===== config.mk =====
export PLATFORM = sky130hd
export DESIGN_NAME = radix_digit_converter_unit
export DESIGN_NICKNAME = d
export VERILOG_FILES = /design/src/sv/rdc_pkg.sv /design/src/sv/rdc_ctrl.sv /design/src/sv/rdc_datapath.sv /design/src/sv/radix_digit_converter_unit.sv
export SDC_FILE = /design/constraint.sdc
export NUM_CORES = 1
export LEC_CHECK = 0
export BUFFER_PORTS_ARGS = -buffer_cell sky130_fd_sc_hd__buf_4
export CAP_MARGIN = 10
export CORE_MARGIN = 1
export CORE_UTILIZATION = 47
export CTS_CLUSTER_DIAMETER = 40
export DETAILED_ROUTE_END_ITERATION = 7
export PLACE_DENSITY = 0.7
export SYNTH_ARGS = -nofsm -noshare
export SYNTH_HDL_FRONTEND = slang
export SYNTH_HIERARCHICAL = 1
export SYNTH_SLANG_ARGS = --single-unit

===== constraint.sdc =====
create_clock -name clk -period 6.9 [get_ports clk]
set_clock_uncertainty 0.1 [all_clocks]
set_input_delay 0.345 -clock clk [delete_from_list [all_inputs] [get_ports clk]]
set_output_delay 0.345 -clock clk [all_outputs]
set_load 0.01 [all_outputs]

===== src/sv/rdc_pkg.sv =====
// Shared types and constants for the radix digit converter.
package rdc_pkg;

	localparam int VALUE_W = 31;
	localparam int BASE_W  = 5;
	localparam int DIGIT_W = 4;
	localparam int CHAR_W  = 7;
	localparam int STEP_W  = $clog2(VALUE_W);

	localparam logic [BASE_W-1:0] BASE_MIN = BASE_W'(2);
	localparam logic [BASE_W-1:0] BASE_MAX = BASE_W'(16);

	localparam logic [CHAR_W-1:0] CHAR_ZERO   = CHAR_W'(8'h30);
	localparam logic [CHAR_W-1:0] CHAR_A      = CHAR_W'(8'h61);
	localparam logic [DIGIT_W-1:0] DIGIT_TEN  = DIGIT_W'(10);

	typedef enum logic [1:0] {
		ST_DIGIT    = 2'd0,
		ST_EMPTY    = 2'd1,
		ST_OVERFLOW = 2'd2,
		ST_BADBASE  = 2'd3
	} status_t;

	typedef enum logic [2:0] {
		CS_IDLE,
		CS_START,
		CS_CHECK,
		CS_DIV,
		CS_PUSH,
		CS_POP,
		CS_EMIT
	} ctl_state_t;

	typedef struct packed {
		logic    load;
		logic    div_init;
		logic    div_step;
		logic    push;
		logic    pop;
		logic    emit;
		status_t emit_status;
	} dp_cmd_t;

	typedef struct packed {
		logic bad_base;
		logic quot_zero;
		logic count_full;
		logic count_zero;
		logic div_last;
	} dp_stat_t;

endpackage


===== src/sv/rdc_ctrl.sv =====
// Controller state machine that sequences loading, division, stacking and digit output.
module rdc_ctrl (
	input  logic              clk,
	input  logic              arst_n,
	input  logic              start,
	input  rdc_pkg::dp_stat_t stat,
	output rdc_pkg::dp_cmd_t  cmd,
	output logic              busy
);
	import rdc_pkg::*;

	ctl_state_t state_q;
	ctl_state_t state_next;

	always_ff @(posedge clk or negedge arst_n) begin
		if (!arst_n) begin
			state_q <= CS_IDLE;
		end else begin
			state_q <= state_next;
		end
	end

	always_comb begin
		state_next      = state_q;
		cmd             = '0;
		cmd.emit_status = ST_DIGIT;
		busy            = 1'b1;
		case (state_q)
			CS_IDLE: begin
				busy = 1'b0;
				if (start) begin
					cmd.load   = 1'b1;
					state_next = CS_START;
				end
			end
			CS_START: begin
				if (stat.bad_base) begin
					cmd.emit        = 1'b1;
					cmd.emit_status = ST_BADBASE;
					state_next      = CS_IDLE;
				end else if (stat.quot_zero) begin
					cmd.emit        = 1'b1;
					cmd.emit_status = ST_EMPTY;
					state_next      = CS_IDLE;
				end else begin
					state_next = CS_CHECK;
				end
			end
			CS_CHECK: begin
				if (stat.quot_zero) begin
					state_next = CS_POP;
				end else if (stat.count_full) begin
					cmd.emit        = 1'b1;
					cmd.emit_status = ST_OVERFLOW;
					state_next      = CS_IDLE;
				end else begin
					cmd.div_init = 1'b1;
					state_next   = CS_DIV;
				end
			end
			CS_DIV: begin
				cmd.div_step = 1'b1;
				if (stat.div_last) begin
					state_next = CS_PUSH;
				end
			end
			CS_PUSH: begin
				cmd.push   = 1'b1;
				state_next = CS_CHECK;
			end
			CS_POP: begin
				cmd.pop    = 1'b1;
				state_next = CS_EMIT;
			end
			CS_EMIT: begin
				cmd.emit        = 1'b1;
				cmd.emit_status = ST_DIGIT;
				state_next      = stat.count_zero ? CS_IDLE : CS_POP;
			end
			default: begin
				state_next = CS_IDLE;
			end
		endcase
	end

endmodule


===== src/sv/rdc_datapath.sv =====
// Datapath with the bit-serial divider, digit stack memory and result registers.
module rdc_datapath #(
	parameter int MAX_DIGITS = 32
) (
	input  logic                               clk,
	input  logic                               arst_n,
	input  logic [rdc_pkg::VALUE_W-1:0]        value,
	input  logic [rdc_pkg::BASE_W-1:0]         base,
	input  rdc_pkg::dp_cmd_t                   cmd,
	output rdc_pkg::dp_stat_t                  stat,
	output logic [rdc_pkg::CHAR_W-1:0]         digit_char,
	output rdc_pkg::status_t                   status,
	output logic                               last,
	output logic                               strobe
);
	import rdc_pkg::*;

	localparam int CW = $clog2(MAX_DIGITS + 1);
	localparam int AW = $clog2(MAX_DIGITS);

	logic [VALUE_W-1:0] quot_q;
	logic [BASE_W-1:0]  base_q;
	logic [DIGIT_W-1:0] rem_q;
	logic [STEP_W-1:0]  step_q;
	logic [CW-1:0]      count_q;
	logic [DIGIT_W-1:0] rd_q;
	logic [DIGIT_W-1:0] stack_mem [MAX_DIGITS];

	logic [BASE_W-1:0]  trial;
	logic               fits;
	logic [BASE_W-1:0]  trial_sub;
	logic [CW-1:0]      count_dec;

	logic [CHAR_W-1:0]  digit_char_q;
	status_t            status_q;
	logic               last_q;
	logic               strobe_q;

	function automatic logic [CHAR_W-1:0] to_ascii(input logic [DIGIT_W-1:0] d);
		logic [CHAR_W-1:0] r;
		if (d < DIGIT_TEN) begin
			r = CHAR_ZERO + CHAR_W'(d);
		end else begin
			r = CHAR_A + CHAR_W'(d - DIGIT_TEN);
		end
		return r;
	endfunction

	assign trial     = {rem_q, quot_q[VALUE_W-1]};
	assign fits      = (trial >= base_q);
	assign trial_sub = trial - base_q;
	assign count_dec = count_q - CW'(1);

	assign stat.bad_base   = (base_q < BASE_MIN) || (base_q > BASE_MAX);
	assign stat.quot_zero  = (quot_q == '0);
	assign stat.count_full = (count_q == CW'(MAX_DIGITS));
	assign stat.count_zero = (count_q == '0);
	assign stat.div_last   = (step_q == STEP_W'(VALUE_W - 1));

	always_ff @(posedge clk) begin
		if (cmd.load) begin
			quot_q <= value;
			base_q <= base;
		end else if (cmd.div_step) begin
			quot_q <= {quot_q[VALUE_W-2:0], fits};
		end
		if (cmd.div_init) begin
			rem_q  <= '0;
			step_q <= '0;
		end else if (cmd.div_step) begin
			rem_q  <= fits ? trial_sub[DIGIT_W-1:0] : trial[DIGIT_W-1:0];
			step_q <= step_q + STEP_W'(1);
		end
	end

	always_ff @(posedge clk) begin
		if (cmd.push) begin
			stack_mem[count_q[AW-1:0]] <= rem_q;
		end
		if (cmd.pop) begin
			rd_q <= stack_mem[count_dec[AW-1:0]];
		end
	end

	always_ff @(posedge clk or negedge arst_n) begin
		if (!arst_n) begin
			count_q  <= '0;
			strobe_q <= 1'b0;
		end else begin
			if (cmd.load) begin
				count_q <= '0;
			end else if (cmd.push) begin
				count_q <= count_q + CW'(1);
			end else if (cmd.pop) begin
				count_q <= count_dec;
			end
			strobe_q <= cmd.emit;
		end
	end

	always_ff @(posedge clk) begin
		if (cmd.emit) begin
			status_q <= cmd.emit_status;
			if (cmd.emit_status == ST_DIGIT) begin
				digit_char_q <= to_ascii(rd_q);
				last_q       <= stat.count_zero;
			end else begin
				digit_char_q <= '0;
				last_q       <= 1'b1;
			end
		end
	end

	assign digit_char = digit_char_q;
	assign status     = status_q;
	assign last       = last_q;
	assign strobe     = strobe_q;

endmodule


===== src/sv/radix_digit_converter_unit.sv =====
// Top level of the radix digit converter: controller plus datapath.
//
//   channel   signals                          handshake
//   request   value, base                      start while busy is low
//   result    digit_char, status, last         strobe, one cycle, no back-pressure
//
// A request with n digits keeps busy high while each digit is found by a bit-serial divide
// and pushed on the stack, then popped and emitted; the divide per digit sets most of this time.
// Bad base and zero value give their single result once the controller leaves its start state.
// Reset clears the controller, the digit count and the result strobe.
// Busy stays high from acceptance until the final result is issued; results
// cannot be stalled and appear for exactly one cycle each.
module radix_digit_converter_unit #(
	parameter int MAX_DIGITS = 32
) (
	input  logic                        clk,
	input  logic                        arst_n,
	input  logic                        start,
	output logic                        busy,
	input  logic [rdc_pkg::VALUE_W-1:0] value,
	input  logic [rdc_pkg::BASE_W-1:0]  base,
	output logic                        strobe,
	output logic [rdc_pkg::CHAR_W-1:0]  digit_char,
	output rdc_pkg::status_t            status,
	output logic                        last
);
	import rdc_pkg::*;

	dp_cmd_t  cmd;
	dp_stat_t stat;

	rdc_ctrl u_ctrl (
		.clk    (clk),
		.arst_n (arst_n),
		.start  (start),
		.stat   (stat),
		.cmd    (cmd),
		.busy   (busy)
	);

	rdc_datapath #(
		.MAX_DIGITS (MAX_DIGITS)
	) u_datapath (
		.clk        (clk),
		.arst_n     (arst_n),
		.value      (value),
		.base       (base),
		.cmd        (cmd),
		.stat       (stat),
		.digit_char (digit_char),
		.status     (status),
		.last       (last),
		.strobe     (strobe)
	);

endmodule

==> results.cfg <==
[status]
status = completed

[power]
ir_worst_vdd_v = 0.0002484
p_leak_nw = 3.448
power_per_cell_area_nw_per_um2 = 354.8

[global_routing]
antenna_found_initial = 0
track_usage_pct = 19.43
grt_pass1_wl_mm = 27.78
grt_max_degree = 44
grt_pass1_vias = 4964
gr-total-overflow = 0

[logic_synthesis]
synth_enable_flop_cells = 178
yosysTopAreaCell = edfxtp_1
synth_area_um2 = 8693
ys_seq_area_share_pct = 66.44
yosysTopAreaCellShare_pct = 61.49
syn-num-nets = 594
synthFlopType = edfxtp_1
ys_ff_latch = 197
syn_inst = 538
synth_cell_types = 64
async_flop_share_pct = 5.076
syn_area_per_cell_um2 = 16.16
ys_warn_count = 6
synth_area_leaders = edfxtp_1 61%, mux4_2 8.3%, mux2_2 4.3%

[clock_tree]
clock_latency_ns = 0.43
clock_sinks = 197
path_clk_slew_ns = 0.07
h-tree-depth = 4
cts_setup_buffers = 0
root_buffer = clkbuf_16
cts_buffer_depth = 2
cts_tree = yes
cts_buffers = 17

[timing]
fmax_mhz = 282.3
finalSetupTns_ns = 0
slew_violations = 0
worst_slew_pin_slew_ns = 1.127
period_needed_ns = 3.542
rsz0062_at_grt = no
hold_viol = 0
period_share_pct = 51.34
setup_viol = 0
relSlewSlack_pct = 24.84

[routing]
route.vias.total = 4874
drc_errors = 0
drt-wirelength-per-cell_um = 20.96
vias_per_cell = 5.844
drt-pass1-iter-count = 5
drt_iter0_markers = 413
ant_nets = 0
wl_mm = 17.48

[critical_path]
r2r_cells = 6
arrival_ns = 3.59
critical_path.endpoint_type = flop
timing_worst_setup_path_type = reg2reg
r2r_slack_ns = 3.36
reg2reg_to = u_datapath/rd_q[2]$_DFFE_PP_
required_ns = 6.95
rr_startpoint = u_datapath/count_q[0]$_DFFE_PN0P_
worstSetupStartpointType = flop
cp_max_fo = 39

[placement]
port_buffers = 50
place_congestion = 0.8068
hpwlAfterDp_mm = 11.72
dp_cells = 796

[worst_hold_path]
hold_start = value[15]
min_to = u_datapath/quot_q[15]$_DFFE_PP_
hp-class = in2reg
holdPathStages = 2

[layout]
nFillCells = 1443
area_delta_synth_final_pct = 14.12
num-nets-final = 649
diodes = 0
drive_gt1_share_pct = 27.44
final_cells = 834

[floorplanning]
die_h_um = 138
rows = 49
initial_core_util_pct = 48.23
coreArea_um2 = 18020
pin_count = 51
die_x_um = 138
die_area_um2 = 19040

[job]
maxCapViolations = 0
-- registers in the layout, summed over array words and instances, names as in the netlist --
| signal | count |
|---|---|
| u_ctrl/state_q | 3 |
| u_datapath/base_q | 5 |
| u_datapath/count_q | 6 |
| u_datapath/digit_char | 7 |
| u_datapath/last | 1 |
| u_datapath/quot_q | 31 |
| u_datapath/rd_q | 4 |
| u_datapath/rem_q | 4 |
| u_datapath/stack_mem | 128 |
| u_datapath/status | 2 |
| u_datapath/step_q | 5 |
| u_datapath/strobe | 1 |
-- per-layer routing --
layer	global-route usage [%]	routed length (um)	vias up
met5	0	0	-
met4	8.386	451	0
met3	4.434	1002	34
met2	31.92	8871	174
met1	24.83	7152	2464
li1	-	-	2202
-- through the flow --
stage / power, mW / setup slack (ns) / cell area (um^2) / hold WS (ns) / util, %
floorplan: 2.310 / 4.027 / 8693 / -0.05059 / -
global placement: 2.514 / 3.134 / 9248 / 0.09143 / 51.31
detailed placement: 2.568 / 2.862 / 9248 / 0.09040 / 51.31
CTS: 3.547 / 2.837 / 9893 / 0.09560 / 54.89
global route: 3.696 / 3.001 / 9921 / 0.1015 / 55.04
finish: 3.519 / 3.358 / 9921 / 0.1118 / 55.04
-- logic make-up after synthesis --
kind of cell / count (synthesis) / synth area share (%)
XOR/XNOR: 16 / 1.828
buffers and inverters: 45 / 2.605
multiplexers: 84 / 14.75
flip-flops: 197 / 66.44
AND/OR/NAND/NOR: 130 / 7.729
adder cells (fa/ha/maj): 17 / 2.533
AO/OA/AOI/OAI: 49 / 4.116
-- Yosys cell counts (all sizes together), types with 4 or more instances --
cell / number
edfxtp: 178
nor2: 50
mux2: 33
mux4: 32
mux2i: 19
inv: 18
nor3: 17
ha: 16
nand2: 15
buf: 14
clkbuf: 13
dfrtp: 10
o21ai: 10
dfxtp: 9
xnor2: 9
nor4: 8
nand2b: 7
xor2: 7
a221oi: 5
nand4: 5
a21oi: 4
a22o: 4
a31oi: 4
nand3: 4
o22ai: 4
or2: 4
-- worst max path at each step --
| stage | startpoint | end |
|---|---|---|
| floorplan | u_datapath/count_q[0]$_DFFE_PN0P_ | u_datapath/last$_SDFFCE_PP1P_ |
| global placement | u_datapath/count_q[0]$_DFFE_PN0P_ | u_datapath/rd_q[2]$_DFFE_PP_ |
| detailed placement | u_datapath/count_q[0]$_DFFE_PN0P_ | u_datapath/rd_q[3]$_DFFE_PP_ |
| CTS | u_datapath/count_q[0]$_DFFE_PN0P_ | u_datapath/rd_q[3]$_DFFE_PP_ |
| global route | u_datapath/count_q[0]$_DFFE_PN0P_ | u_datapath/rd_q[3]$_DFFE_PP_ |
| finish | u_datapath/count_q[0]$_DFFE_PN0P_ | u_datapath/rd_q[2]$_DFFE_PP_ |
-- power by group --
group | leakage [nW] | switching (mW) | internal (mW) | total, mW
registers | 1.84 | 0.122 | 1.62 | 1.74
clock network | 0.278 | 0.414 | 0.565 | 0.979
logic | 1.33 | 0.441 | 0.356 | 0.796
-- repair_timing --
item                      CTS  global route
resized for setup           0             0
hold endpoints to repair   15             0
hold buffers                6             0
-- cell type report --
class / count / area [um^2] / share of cell area (%)
Multi-Input combinational cell: 296 / 2696 / 27.18
Clock inverter: 14 / 160.2 / 1.614
Sequential cell: 197 / 5777 / 58.23
Clock buffer: 17 / 425.4 / 4.288
Timing Repair Buffer: 63 / 508.0 / 5.120
Inverter: 18 / 67.56 / 0.6810
Tap cell: 229 / 286.5 / 2.888
-- critical path, cell delays in order, from the launching register on --
cell and delay (ns):
dfrtp_2 1.11, inv_1 0.28, ha_1 0.88, mux4_2 0.42
mux2i_1 0.18, a22o_1 0.20, a221oi_1 0.06
-- cells in the final DEF, fill, tap and decap left out, types with 6 or more instances in the layout --
master,count
dfxtp_1,9
nor4_1,7
nor3_1,17
inv_1,17
edfxtp_1,178
mux2_2,33
buf_4,56
clkbuf_16,17
mux4_2,32
ha_1,16
xnor2_1,9
xor2_1,6
nand2_1,15
nand2b_1,7
dfrtp_1,9
nor2_1,49
mux2i_1,19
dlygate4sd3_1,6
(Power assumes the default switching activity.)
